### config.mk
export PLATFORM = sky130hd
export DESIGN_NAME = toast_weight_loss_sequencer_core
export DESIGN_NICKNAME = d
export VERILOG_FILES = /design/src/design/tws_pkg.sv /design/src/design/tws_div.sv /design/src/design/toast_weight_loss_sequencer_core.sv
export SDC_FILE = /design/constraint.sdc
export NUM_CORES = 2
export LEC_CHECK = 0
export BUFFER_PORTS_ARGS = -buffer_cell sky130_fd_sc_hd__buf_2
export CAP_MARGIN = 10
export CORE_UTILIZATION = 52
export CTS_BUF_LIST = sky130_fd_sc_hd__clkbuf_4 sky130_fd_sc_hd__clkbuf_8
export DETAILED_ROUTE_END_ITERATION = 10
export PLACE_DENSITY = 0.68
export SLEW_MARGIN = 20
export SYNTH_ARGS = -nofsm -noshare
export SYNTH_HDL_FRONTEND = slang
export SYNTH_SLANG_ARGS = --single-unit
### constraint.sdc
create_clock -name clk -period 6.2 [get_ports clk]
set_input_delay 0.62 -clock clk [delete_from_list [all_inputs] [get_ports clk]]
set_output_delay 0.62 -clock clk [all_outputs]
set_load 0.1 [all_outputs]
### src/design/tws_pkg.sv
// Shared constants and types of the toast weight-loss sequencer.
package tws_pkg;

  // Run phases as they appear on the result stream.
  localparam logic [2:0] PH_IDLE  = 3'd0;
  localparam logic [2:0] PH_WAIT  = 3'd1;
  localparam logic [2:0] PH_CAL   = 3'd2;
  localparam logic [2:0] PH_TOAST = 3'd3;
  localparam logic [2:0] PH_READY = 3'd4;

  // Finish causes, highest priority first.
  localparam logic [1:0] FIN_NONE   = 2'd0;
  localparam logic [1:0] FIN_WEIGHT = 2'd1;
  localparam logic [1:0] FIN_HOLD   = 2'd2;
  localparam logic [1:0] FIN_TIME   = 2'd3;

  // Configuration register indexes.
  localparam logic [2:0] CFG_TEMP_GUIDED = 3'd0;
  localparam logic [2:0] CFG_BREAD_THR   = 3'd1;
  localparam logic [2:0] CFG_BREAD_WAIT  = 3'd2;
  localparam logic [2:0] CFG_MAX_TOAST   = 3'd3;
  localparam logic [2:0] CFG_HOLD        = 3'd4;
  localparam logic [2:0] CFG_TEMP_TARGET = 3'd5;

  localparam int CFG_ADDR_BITS = 3;
  localparam int CFG_DATA_BITS = 20;
  localparam int OUT_BITS      = 48;

  localparam logic [10:0] PROG_FULL  = 11'd1024;
  localparam logic [15:0] LOSS_TEN   = 16'd6554;
  localparam logic [11:0] LOSS_DEN   = 12'd2400;

  // Status of the serial divider.
  typedef struct packed {
    logic busy;
    logic done;
  } div_stat_t;

endpackage

### src/design/tws_div.sv
// Radix-2 restoring divider that retires one quotient bit per cycle.
module tws_div #(
  parameter int NW = 30,
  parameter int DW = 20
) (
  input  logic                  clk,
  input  logic                  rst,
  input  logic                  start,
  input  logic [NW-1:0]         num,
  input  logic [DW-1:0]         den,
  output logic [NW-1:0]         quo,
  output tws_pkg::div_stat_t    stat
);
  import tws_pkg::*;

  localparam int CW = $clog2(NW + 1);

  logic [DW-1:0] rem;
  logic [DW-1:0] den_r;
  logic [CW-1:0] cnt;
  logic [DW:0]   trial;
  logic          fits;

  // One bit of the dividend shifts into the partial remainder each cycle.
  assign trial = {rem, quo[NW-1]};
  assign fits  = trial >= {1'b0, den_r};

  always_ff @(posedge clk) begin
    if (rst) begin
      stat <= '0;
      cnt  <= '0;
    end else begin
      if (start) begin
        stat.busy <= 1'b1;
        stat.done <= 1'b0;
        cnt       <= CW'(NW);
      end else if (stat.busy) begin
        cnt <= cnt - 1'b1;
        if (cnt == CW'(1)) begin
          stat.busy <= 1'b0;
          stat.done <= 1'b1;
        end else begin
          stat.done <= 1'b0;
        end
      end else begin
        stat.done <= 1'b0;
      end
    end
  end

  // Remainder and quotient shift register.
  always_ff @(posedge clk) begin
    if (start) begin
      rem   <= '0;
      quo   <= num;
      den_r <= den;
    end else if (stat.busy) begin
      rem <= fits ? DW'(trial - {1'b0, den_r}) : trial[DW-1:0];
      quo <= {quo[NW-2:0], fits};
    end
  end

endmodule

### src/design/toast_weight_loss_sequencer_core.sv
// Top level of the toast weight-loss sequencer: phase control and datapath.
// Each sample request is taken in, processed by a short sequencer and answered
// with one result request. Most samples are taken in, updated and then loaded
// into the result register. A start sample runs the loss mapping through the
// bit-serial divider, then a multiply and a rounding step for the extra loss figure.
// The step into toasting adds a multiply, a rounding step and the target
// subtraction. A toasting sample may run two divisions, for the weight and the
// hold progress, one quotient bit per cycle. A stalled result request holds the
// sequencer before loading. A new sample is taken while the previous result
// still waits in the output register. Configuration writes must be made while no
// sample is in flight, which the block itself does not enforce; they apply from
// the next sample.
module toast_weight_loss_sequencer_core #(
  parameter int WEIGHT_BITS = 21,
  parameter int TIME_BITS   = 32
) (
  input  logic                                   clk,
  input  logic                                   rst,
  input  logic                                   s_axis_tvalid,
  output logic                                   s_axis_tready,
  // now_ms[31:0], weight, temperature[13:0], start_req, button, zero fill
  input  logic [((WEIGHT_BITS+48+7)/8)*8-1:0]    s_axis_tdata,
  output logic                                   m_axis_tvalid,
  input  logic                                   m_axis_tready,
  // phase[2:0], progress[13:3], weight_added[35:14], show_frozen[36],
  // extra_loss[45:37], finish_cause[47:46]
  output logic [tws_pkg::OUT_BITS-1:0]           m_axis_tdata,
  input  logic                                   cfg_we,
  input  logic [tws_pkg::CFG_ADDR_BITS-1:0]      cfg_addr,
  input  logic [tws_pkg::CFG_DATA_BITS-1:0]      cfg_data
);
  import tws_pkg::*;

  localparam int W  = WEIGHT_BITS;
  localparam int TB = TIME_BITS;
  localparam int DW = (W > 20) ? W : 20;
  localparam int NW = DW + 10;

  // Sequencer states.
  localparam logic [3:0] ST_IN        = 4'd0;
  localparam logic [3:0] ST_EXEC      = 4'd1;
  localparam logic [3:0] ST_LOSS_DIV  = 4'd2;
  localparam logic [3:0] ST_EXTRA_MUL = 4'd3;
  localparam logic [3:0] ST_EXTRA     = 4'd4;
  localparam logic [3:0] ST_RL_MUL    = 4'd5;
  localparam logic [3:0] ST_RL        = 4'd6;
  localparam logic [3:0] ST_TGT       = 4'd7;
  localparam logic [3:0] ST_WP        = 4'd8;
  localparam logic [3:0] ST_WP_DIV    = 4'd9;
  localparam logic [3:0] ST_TP        = 4'd10;
  localparam logic [3:0] ST_TP_DIV    = 4'd11;
  localparam logic [3:0] ST_FINISH    = 4'd12;
  localparam logic [3:0] ST_OUT       = 4'd13;

  // Configuration registers.
  logic        temp_guided;
  logic [9:0]  bread_threshold;
  logic [15:0] bread_wait_ms;
  logic [19:0] max_toast_ms;
  logic [19:0] hold_ms;
  logic [12:0] temp_target;

  // Captured sample.
  logic [TB-1:0]       now_r;
  logic signed [W-1:0] w_r;
  logic signed [13:0]  t_r;
  logic                start_r;
  logic                btn_r;

  // Run state.
  logic [3:0]          state;
  logic [2:0]          cur_phase;
  logic signed [W-1:0] baseline_weight;
  logic signed [W-1:0] start_weight;
  logic signed [W-1:0] prev_weight;
  logic [15:0]         loss_fraction;
  logic signed [W:0]   target_weight;
  logic signed [W-1:0] required_loss;
  logic [TB-1:0]       phase_start_ms;
  logic [TB-1:0]       toast_start_ms;
  logic                temp_is_stable;
  logic [TB-1:0]       stable_since_ms;
  logic signed [13:0]  prev_temperature;
  logic [1:0]          finish_reg;
  logic [8:0]          extra_r;
  logic [25:0]         ex_prod;
  logic signed [W+16:0] rl_prod;
  logic [10:0]         wp;
  logic [10:0]         tp;
  logic                hold_done;
  logic [10:0]         prog_r;

  // Divider hookup.
  logic          div_start;
  logic [NW-1:0] div_num;
  logic [DW-1:0] div_den;
  logic [NW-1:0] div_quo;
  div_stat_t     div_stat;

  tws_div #(.NW(NW), .DW(DW)) u_div (
    .clk   (clk),
    .rst   (rst),
    .start (div_start),
    .num   (div_num),
    .den   (div_den),
    .quo   (div_quo),
    .stat  (div_stat)
  );

  // Sample field compare logic.
  logic signed [W:0]  d_base, d_prev, num_w;
  logic [W:0]         a_base, a_prev;
  logic [TB-1:0]      td_phase, td_toast, since;
  logic signed [14:0] d_temp;
  logic               temp_ok;
  logic [8:0]         t_clamp;
  logic [9:0]         loss_diff;
  logic [25:0]        loss_num;
  logic signed [33:0] wa_ext;
  logic [21:0]        wa_sat;
  logic [26:0]        ex_round;
  logic [10:0]        ex_raw;
  logic [10:0]        prog_sel;
  logic               weight_done, time_done;

  assign d_base   = (W+1)'(w_r) - (W+1)'(baseline_weight);
  assign d_prev   = (W+1)'(w_r) - (W+1)'(prev_weight);
  assign num_w    = (W+1)'(start_weight) - (W+1)'(w_r);
  assign a_base   = d_base[W] ? (W+1)'(-d_base) : d_base;
  assign a_prev   = d_prev[W] ? (W+1)'(-d_prev) : d_prev;
  assign td_phase = now_r - phase_start_ms;
  assign td_toast = now_r - toast_start_ms;
  assign since    = now_r - stable_since_ms;
  assign d_temp   = 15'(t_r) - 15'(prev_temperature);
  assign temp_ok  = (t_r >= $signed({1'b0, temp_target})) && (d_temp > -15'sd8) &&
                    (d_temp < 15'sd8);

  // Start temperature clamped to 12.5..20 degrees, then mapped to Q16 loss.
  always_comb begin
    if (t_r < 14'sd200) begin
      t_clamp = 9'd200;
    end else if (t_r > 14'sd320) begin
      t_clamp = 9'd320;
    end else begin
      t_clamp = t_r[8:0];
    end
  end
  assign loss_diff = 10'd560 - {1'b0, t_clamp};
  assign loss_num  = {loss_diff, 16'h0000} + 26'd1200;

  // Weight added during calibration, saturated to the field width.
  assign wa_ext = 34'(d_base);
  always_comb begin
    if (wa_ext > 34'sd2097151) begin
      wa_sat = 22'h1FFFFF;
    end else if (wa_ext < -34'sd2097152) begin
      wa_sat = 22'h200000;
    end else begin
      wa_sat = wa_ext[21:0];
    end
  end

  assign ex_round = {1'b0, ex_prod} + 27'd32768;
  assign ex_raw   = ex_round[26:16];

  assign prog_sel    = (temp_guided && tp > wp) ? tp : wp;
  assign weight_done = $signed({w_r[W-1], w_r}) <= target_weight;
  assign time_done   = td_toast >= TB'(max_toast_ms);

  // Configuration writes.
  always_ff @(posedge clk) begin
    if (rst) begin
      temp_guided     <= 1'b0;
      bread_threshold <= 10'd80;
      bread_wait_ms   <= 16'd15000;
      max_toast_ms    <= 20'd300000;
      hold_ms         <= 20'd150000;
      temp_target     <= 13'd1920;
    end else if (cfg_we) begin
      case (cfg_addr)
        CFG_TEMP_GUIDED: temp_guided     <= cfg_data[0];
        CFG_BREAD_THR:   bread_threshold <= cfg_data[9:0];
        CFG_BREAD_WAIT:  bread_wait_ms   <= cfg_data[15:0];
        CFG_MAX_TOAST:   max_toast_ms    <= cfg_data;
        CFG_HOLD:        hold_ms         <= cfg_data;
        CFG_TEMP_TARGET: temp_target     <= cfg_data[12:0];
        default: ;
      endcase
    end
  end

  // Divider request selection.
  always_comb begin
    div_start = 1'b0;
    div_num   = NW'(loss_num);
    div_den   = DW'(LOSS_DEN);
    if (state == ST_EXEC && cur_phase == PH_IDLE && start_r) begin
      div_start = 1'b1;
    end else if (state == ST_WP) begin
      div_num   = NW'({num_w[W-1:0], 10'b0});
      div_den   = DW'(required_loss);
      div_start = (required_loss > 0) && (num_w > 0) &&
                  (num_w < (W+1)'(required_loss));
    end else if (state == ST_TP) begin
      div_num   = NW'({since[19:0], 10'b0});
      div_den   = DW'(hold_ms);
      div_start = temp_guided && temp_is_stable && (since < TB'(hold_ms));
    end
  end

  assign s_axis_tready = (state == ST_IN);

  // Sequencer.
  always_ff @(posedge clk) begin
    if (rst) begin
      state            <= ST_IN;
      cur_phase        <= PH_IDLE;
      m_axis_tvalid    <= 1'b0;
      baseline_weight  <= '0;
      start_weight     <= '0;
      prev_weight      <= '0;
      loss_fraction    <= '0;
      target_weight    <= '0;
      required_loss    <= '0;
      phase_start_ms   <= '0;
      toast_start_ms   <= '0;
      temp_is_stable   <= 1'b0;
      stable_since_ms  <= '0;
      prev_temperature <= '0;
      finish_reg       <= FIN_NONE;
      extra_r          <= '0;
      prog_r           <= '0;
    end else begin
      // The output state reloads the register itself when it is taken.
      if (m_axis_tvalid && m_axis_tready && (state != ST_OUT)) begin
        m_axis_tvalid <= 1'b0;
      end
      case (state)
        ST_IN: begin
          if (s_axis_tvalid) begin
            now_r   <= s_axis_tdata[TB-1:0];
            w_r     <= s_axis_tdata[32+W-1:32];
            t_r     <= s_axis_tdata[W+45:W+32];
            start_r <= s_axis_tdata[W+46];
            btn_r   <= s_axis_tdata[W+47];
            state   <= ST_EXEC;
          end
        end
        ST_EXEC: begin
          prog_r <= '0;
          case (cur_phase)
            PH_IDLE: begin
              if (start_r) begin
                baseline_weight <= w_r;
                start_weight    <= w_r;
                phase_start_ms  <= now_r;
                cur_phase       <= PH_WAIT;
                state           <= ST_LOSS_DIV;
              end else begin
                state <= ST_OUT;
              end
            end
            PH_WAIT: begin
              if ((a_base > (W+1)'(bread_threshold)) || (td_phase > TB'(bread_wait_ms))) begin
                start_weight   <= w_r;
                prev_weight    <= w_r;
                phase_start_ms <= now_r;
                cur_phase      <= PH_CAL;
              end
              state <= ST_OUT;
            end
            PH_CAL: begin
              if (a_prev < (W+1)'(8)) begin
                if (td_phase > TB'(1000)) begin
                  start_weight     <= w_r;
                  toast_start_ms   <= now_r;
                  temp_is_stable   <= 1'b0;
                  stable_since_ms  <= '0;
                  prev_temperature <= '0;
                  cur_phase        <= PH_TOAST;
                  state            <= ST_RL_MUL;
                end else begin
                  state <= ST_OUT;
                end
              end else begin
                phase_start_ms <= now_r;
                state          <= ST_OUT;
              end
              prev_weight <= w_r;
            end
            PH_TOAST: begin
              // Temperature stability tracking.
              if (temp_guided) begin
                if (temp_ok) begin
                  if (!temp_is_stable) begin
                    temp_is_stable  <= 1'b1;
                    stable_since_ms <= now_r;
                  end
                end else begin
                  temp_is_stable  <= 1'b0;
                  stable_since_ms <= '0;
                end
                prev_temperature <= t_r;
              end
              state <= ST_WP;
            end
            PH_READY: begin
              if (btn_r) begin
                cur_phase <= PH_IDLE;
              end
              state <= ST_OUT;
            end
            default: begin
              cur_phase <= PH_IDLE;
              state     <= ST_OUT;
            end
          endcase
        end
        ST_LOSS_DIV: begin
          if (div_stat.done) begin
            loss_fraction <= div_quo[15:0];
            state         <= ST_EXTRA_MUL;
          end
        end
        ST_EXTRA_MUL: begin
          ex_prod <= (loss_fraction > LOSS_TEN) ?
                     26'(12'(loss_fraction - LOSS_TEN) * 14'd10000) : '0;
          state   <= ST_EXTRA;
        end
        ST_EXTRA: begin
          extra_r <= (ex_raw > 11'd500) ? 9'd500 : ex_raw[8:0];
          state   <= ST_OUT;
        end
        ST_RL_MUL: begin
          rl_prod <= (W+17)'(start_weight * $signed({1'b0, loss_fraction})) +
                     (W+17)'(32768);
          state   <= ST_RL;
        end
        ST_RL: begin
          required_loss <= rl_prod[W+15:16];
          state         <= ST_TGT;
        end
        ST_TGT: begin
          target_weight <= (W+1)'(start_weight) - (W+1)'(required_loss);
          state         <= ST_OUT;
        end
        ST_WP: begin
          // Weight progress; the divider runs only for a partial loss.
          if (div_start) begin
            state <= ST_WP_DIV;
          end else begin
            wp    <= ((required_loss > 0) && (num_w > 0)) ? PROG_FULL : '0;
            state <= ST_TP;
          end
        end
        ST_WP_DIV: begin
          if (div_stat.done) begin
            wp    <= div_quo[10:0];
            state <= ST_TP;
          end
        end
        ST_TP: begin
          // Hold progress while the temperature is stable.
          if (div_start) begin
            hold_done <= 1'b0;
            tp        <= '0;
            state     <= ST_TP_DIV;
          end else begin
            if (temp_guided && temp_is_stable) begin
              tp        <= PROG_FULL;
              hold_done <= 1'b1;
            end else begin
              tp        <= '0;
              hold_done <= 1'b0;
            end
            state <= ST_FINISH;
          end
        end
        ST_TP_DIV: begin
          if (div_stat.done) begin
            tp    <= div_quo[10:0];
            state <= ST_FINISH;
          end
        end
        ST_FINISH: begin
          prog_r <= prog_sel;
          if (weight_done || hold_done || time_done) begin
            finish_reg <= weight_done ? FIN_WEIGHT : (hold_done ? FIN_HOLD : FIN_TIME);
            cur_phase  <= PH_READY;
          end
          state <= ST_OUT;
        end
        ST_OUT: begin
          // Load the result once the output register is free.
          if (!m_axis_tvalid || m_axis_tready) begin
            m_axis_tvalid       <= 1'b1;
            m_axis_tdata[2:0]   <= cur_phase;
            m_axis_tdata[13:3]  <= (cur_phase == PH_READY) ? PROG_FULL :
                                   ((cur_phase == PH_TOAST) ? prog_r : '0);
            m_axis_tdata[35:14] <= (cur_phase == PH_CAL) ? wa_sat : '0;
            m_axis_tdata[36]    <= (cur_phase != PH_IDLE) && (loss_fraction > LOSS_TEN);
            m_axis_tdata[45:37] <= (cur_phase != PH_IDLE) ? extra_r : '0;
            m_axis_tdata[47:46] <= (cur_phase == PH_READY) ? finish_reg : FIN_NONE;
            state               <= ST_IN;
          end
        end
        default: state <= ST_IN;
      endcase
    end
  end

endmodule

==> Yosys cells after proc, flatten, opt, wreduce, memory -nomap -nowiden <==
Cells that the tools add are included.
{ "word_totals": {"regBits": 626, "output_inout_bits": 50, "input_bits": 100, "elab_cells": 277} }
{ "op_classes": {"muxes": 86, "n_reduce_logical": 56, "mul": 2, "add_sub_neg": 17, "magnitude_cmp": 21, "n_eq_ne": 44, "bitwise_logic": 4} }
{ "ops": {"columns": ["op", "n"], "rows": [
  ["32-bit two-way mux", 8],
  ["21-bit two-way mux", 7],
  ["31-bit two-way mux", 4],
  ["32-bit one-hot mux with 3 select lines", 1],
  ["32-bit subtractor", 3],
  ["21-bit by 21-bit subtractor with 22-bit output", 4],
  ["11-bit two-way mux", 7],
  ["22-bit two-way mux", 3],
  ["11-bit one-hot mux with 2 select lines", 3],
  ["32-bit one-hot mux with 2 select lines", 1],
  ["21-bit one-hot mux with 3 select lines", 1],
  ["4-bit one-hot mux with 12 select lines", 1],
  ["22-bit negator", 2],
  ["14-bit two-way mux", 3],
  ["21-bit one-hot mux with 2 select lines", 1],
  ["37-bit by 17-bit adder with 37-bit output (second input constant)", 1],
  ["21-bit by 17-bit multiplier with 37-bit output", 1],
  ["32-bit by 20-bit greater-or-equal comparator with 1-bit output", 1],
  ["32-bit by 10-bit > comparator with 1-bit output (second input constant)", 1],
  ["32-bit by 16-bit > comparator with 1-bit output", 1],
  ["32-bit by 20-bit < comparator with 1-bit output", 1],
  ["4-bit two-way mux", 8],
  ["30-bit two-way mux", 1],
  ["14-bit one-hot mux with 2 select lines", 1],
  ["63 further kinds", 165]
]} }

==> Longest topological paths before layout <==
{ "logic_depth": {"ltp_word": 9, "mapped_depth": 29, "ltp_nobuf": 27} }

==> By module <==
Synthesis repeated with hierarchy kept, for this count alone.
{ "hier_totals": {"hier_cells": 5982, "hier_area_um2": 52549.1} }
{ "by_module_without_submodules": {"columns": ["module", "area_each_um2", "seq_area_each_um2", "cells_each", "n_inst"], "rows": [
  ["toast_weight_loss_sequencer_core", 48149.9, 12031.5, 5576, 1],
  ["tws_div", 4399.2, 2122.0, 406, 1]
]} }

==> Worst setup path after synthesis <==
No wires, ideal clock.
{ "synth_path": {"kind": "reg2reg", "from": "register loss_fraction[7]", "to": "register rl_prod[36] (data pin)", "path_stages_with_launch": 28, "setup_slack_ns": -0.678, "setup_ns": 0.260, "synth_period_minus_slack_ns": 6.878, "arrival_time_ns": 6.618, "path_buffers": 2, "path_cell_list": "dfxtp_1 -> clkbuf_1 -> clkbuf_1 -> nand2_1 -> fa_1 -> inv_1 -> fa_1 -> inv_1 -> fa_1 -> inv_1 -> fa_1 -> inv_1 -> fa_1 -> inv_1 -> fa_1 -> ha_1 -> and3_1 -> nand3_1 -> nor3_1 -> o311a_1 -> o211ai_1 -> a31o_2 -> o21ai_0 -> a41o_1 -> o41a_1 -> a21o_1 -> a21oi_1 -> xnor2_1"} }
{ "synth_via": {"elab_chain_len": 2} }
{ "synth_lines": {"columns": ["item", "line_no", "rtl"], "rows": [
  ["start: declaration", "toast_weight_loss_sequencer_core.sv:76", "logic [15:0] loss_fraction;"],
  ["start signal: assignment", "toast_weight_loss_sequencer_core.sv:321", "loss_fraction <= div_quo[15:0];"],
  ["21-bit by 17-bit multiplier with 37-bit output", "toast_weight_loss_sequencer_core.sv:335", "rl_prod <= (W+17)'(start_weight * $signed({1'b0, loss_fraction})) +"],
  ["37-bit by 17-bit adder with 37-bit output", "toast_weight_loss_sequencer_core.sv:335", null],
  ["end signal: assignment", "toast_weight_loss_sequencer_core.sv:335", null],
  ["end: declaration", "toast_weight_loss_sequencer_core.sv:87", "logic signed [W+16:0] rl_prod;"]
]} }
Every way passes these cells.
A chain may end at the register's enable or synchronous reset.

==> Worst setup path in the final report <==
{ "layout_path": {"from": "register start_weight[6]", "to": "register rl_prod[36] (data pin)"} }
{ "layout_via": {"elab_chain_len": 2} }
{ "layout_lines": {"columns": ["item", "line_no", "rtl"], "rows": [
  ["start: declaration", "toast_weight_loss_sequencer_core.sv:74", "logic signed [W-1:0] start_weight;"],
  ["start signal: assignment", "toast_weight_loss_sequencer_core.sv:255", "start_weight <= w_r;"],
  ["start signal: assignment", "toast_weight_loss_sequencer_core.sv:265", "start_weight <= w_r;"],
  ["start signal: assignment", "toast_weight_loss_sequencer_core.sv:275", "start_weight <= w_r;"],
  ["21-bit by 17-bit multiplier with 37-bit output", "toast_weight_loss_sequencer_core.sv:335", null],
  ["37-bit by 17-bit adder with 37-bit output", "toast_weight_loss_sequencer_core.sv:335", null]
]} }
Every way passes these cells.

==> summary.md <==
| Metric | Value |
|---|---|
| Final GP Congestion | around 0.96 |
| Status | finished, violations left |
| Fin crit period | ~6500 ps |
| Clock Power Share | 0.236 |
| Clock skew | just under 60 ps |
| First-pass GRT wire length | 233800 um |
| CP Launch Type | flop |
| Asr flop ratio synth | 0 |
| Initial Util | 0.5239 |
| Relative slew slack | 0.1689 |
| Gr usage total | 0.2881 |
| CTS tree | built |
| Final Hold Viols | 0 |
| CP required | 6690 ps |
| Fin area | 0.05975 sq mm |
| Initial antenna violation count | 1 |
| RSZ-0062 raised after global routing | true |
| Top reg by flops | m_axis_tdata |
| Most frequent cells in the layout | nand2_1 (796), inv_1 (791), ha_1 (500) |
| DP Cell Count | roughly 7500 |
| Nets | between 7000 and 8000 |
| Root Driver | clkbuf_8 |
| DIE AREA | between 0.1 and 0.15 sq mm |
| Post-route insts no fill | ~7700 |
| Layout area overhead | 14.05% |
| Vias in the first global route | between 40000 and 50000 |
| CTS Buffer Depth | 3 |
| Slew Limit Fails | 0 |
| WS Path Type | flop to flop |
| Hold Startpoint | s_axis_tdata[20] |
| CP Launch Point | start_weight[6]$_SDFFE_PP0P_ |
| Chip Width | roughly 320 um |
| Htree depth | 3 |
| Max FFs per register | 48 |
| Core Box Area | 0.1000 sq mm |
| Via-to-Cell Ratio | approximately 5.7 |
| Reg2reg end | rl_prod[36]$_DFFE_PP_ |
| Std-Cell Rows | approximately 120 |
| Hold Crit Class | primary input to flop |
| Syn. warnings | 0 |
| Die Y | around 320 um |
| Number of unique standard cell types used by synthesis | ~100 |
| Port Buffers | ~150 |
| Reg2reg setup slack | -300 ps |
| Max_cap viols | 0 |
| Synthesized flop and latch total | roughly 600 |
| Prevailing post-synth register cell | dfxtp_1 |
| Final setup fails | 5 |
| Clock sinks | 595 |
| Final WL | ~150000 um |
| Final setup margin | -298.6 ps |
| RR Startpoint | start_weight[6]$_SDFFE_PP0P_ |
| Synthesized area per cell | just under 9 sq um |
| Reg clk slew, reported paths | approximately 70 ps |
| Cell Int Power | around 10 mW |
| Placed instance area | around 0.056 sq mm |
| Register area share after synthesis | 0.2701 |
| Hold WS | 68.00 ps |
| PwrDens | 293.9 mW/mm^2 |
| DRC | 0 |
| CP Capture Type | flop |
| Sequential share of power | 0.292 |
| First DRT Iteration DRCs | 3945 |
| Vias | ~44000 |
| Comb power frac | 0.472 |
| Post-synth EDFFs | 224 |
| CP Max Fanout | 6 |
| Worst-case reg-to-reg path depth | 25 |
| Routed Antenna Nets | 0 |
| HPWL Detailed | 116200 um |
| # fillers | 8611 |
| Pin count of the biggest net entering global routing | between 100 and 150 |
| Period utilisation layout | 1.048 |
| Peak Freq | between 150 and 200 MHz |
| Cts bufs inserted | 101 |
| P_leak | 25.45 nW |
| Slew @ Worst Pin | between 1000 and 1500 ps |
| WP data arrival | ~7000 ps |
| Sw Share | 0.4122 |
| DR pass1 iterations | 7 |
| Leading cell type in the layout, fill and taps excluded | nand2_1 |
| Switch Pwr | ~7.2 mW |
| Hold Path End | now_r[20]$_DFFE_PP_ |
| Wirelength per Cell | between 15 and 20 um |
| Synth Instances | between 5000 and 6000 |
| GRT overflow | 0 |
| Io pins | 150 |
| Syn Nets | about 7000 |
| Worst-Skew Late Latency | around 770 ps |
| VDD IR-drop max | 0.2129 mV |
| Fraction of layout cells with a size suffix above 1 | 0.1302 |
| Mapped cell area | between 0.05 and 0.06 sq mm |
| Worst Hold Depth | 1 |
| Failing checks | negative setup slack |
| Setup Slack @ Placement | -572.2 ps |
[worst max-delay path by stage]
stage	end	cells past startpoint	slack, ps
after floorplan	rl_prod[36]$_DFFE_PP_	25	-160
after global placement	rl_prod[36]$_DFFE_PP_	24	-470
after detailed placement	rl_prod[36]$_DFFE_PP_	24	-570
after CTS	rl_prod[36]$_DFFE_PP_	26	-390
after global routing	rl_prod[36]$_DFFE_PP_	25	-530
final	rl_prod[36]$_DFFE_PP_	25	-300
[Yosys cell counts (12+ instances only)]
library cell  number  area, sq um
nand4_1           52        325.3
o21a_1            63        473.0
o211a_1           13        130.1
or3_1             34        212.7
xor2_1            76        665.6
o22ai_1           27        168.9
o211ai_1          64        480.5
a21oi_1          373         1867
o31a_1            14        122.6
nand2b_1          57        356.6
xnor2_1          129         1130
a21o_1            88        660.6
dfxtp_1          371         7427
o21bai_1          23        172.7
mux2i_1          165         1652
o31ai_1           27        202.7
a211o_1           17        148.9
and2_1           234         1464
or2_2             21        131.4
mux2_1            15        168.9
a22o_1            26        227.7
and3_1            52        325.3
nand3_1           77        385.4
inv_1            800         3003
a2111oi_0         16        140.1
nor2b_1           63        394.1
clkbuf_1         197        739.5
ha_1             513         6419
nor4_1            33        206.5
edfxtp_1         224         6726
o21ai_0          187        935.9
a21boi_0          16        120.1
o2111ai_1         15        131.4
a211oi_1          45        337.8
o21ai_1           12        60.06
fa_1             358         7167
a221oi_1          13        113.9
a31oi_1           20        125.1
nor2_1           343         1287
nand2_1          806         3025
nor3_1            92        460.4
[metal layers]
metal | vias to the layer above | GRT usage | share of wire
met5 | - | 0 | 0
met4 | 0 | 0.09615 | 0.034
met3 | 273 | 0.03546 | 0.064
met2 | 1444 | 0.4680 | 0.46
met1 | 21100 | 0.3973 | 0.44
li1 | 21090 | - | -
[layout make-up]
| type | count | area, sq um | share of cell area |
|---|---|---|---|
| tap | 1298 | 1624 | 0.02718 |
| inverter | 804 | 3028 | 0.05067 |
| timing repair buffer | 483 | 3654 | 0.06114 |
| clock buffer | 131 | 1659 | 0.02777 |
| sequential | 595 | 14210 | 0.2379 |
| antenna | 1 | 2.502 | 0.00004188 |
| multi-input combinational | 4370 | 34890 | 0.5838 |
| clock inverter | 61 | 685.7 | 0.01147 |
[critical path, stage by stage, from the launching register on]
cell and delay, ps:
dfxtp_4 420, buf_6 160, buf_4 150, nand2_1 70, fa_1 460, fa_1 530, inv_1 60, ha_1 310
fa_1 540, inv_1 50, fa_1 480, inv_1 60, fa_2 580, ha_4 210, and3_4 150, nand3_4 70
o21bai_4 70, o311a_4 400, o211ai_1 250, a31o_2 210, o21ai_2 70, a41o_1 200, o41a_1 340, a21o_1 200
a21oi_2 150, xnor2_1 80
[logic make-up after synthesis]
kind of cell               synth area share
muxes                               0.03690
xor gates and xnor gates            0.03458
adders and majority gates            0.2593
buffers and inverters               0.07606
and+or+nand+nor                      0.1733
AOI/OAI and AO/OA                    0.1497
DFF                                  0.2701
[repair_timing]
item,4_1_cts,5_1_grt
cloned,2,2
pin swaps,20,69
resized for setup,48,109
endpoints found under the hold margin,23,0
hold buffers,23,0
setup endpoints to repair,104,121
buffers inserted,5,25
[metrics by stage]
stage / util / TNS, ps / power (mW)
global route: 0.5975 / -2470 / 18.62
detailed placement: 0.5621 / -15440 / 13.06
finish: 0.5975 / -869.8 / 17.56
floorplan: - / -261.8 / 10.70
CTS: 0.5906 / -1380 / 17.30
global placement: 0.5621 / -22080 / 12.92
[power groups by stage]
stage	combinational (mW)	clock, mW	sequential [mW]
6_report	8.29	4.14	5.13
5_1_grt	9.06	4.38	5.17
4_1_cts	7.98	4.20	5.12
3_5_place_dp	7.87	0	5.20
3_3_place_gp	7.74	0	5.18
2_1_floorplan	5.72	0	4.98
No activity file was read; power rests on OpenSTA's default activity.
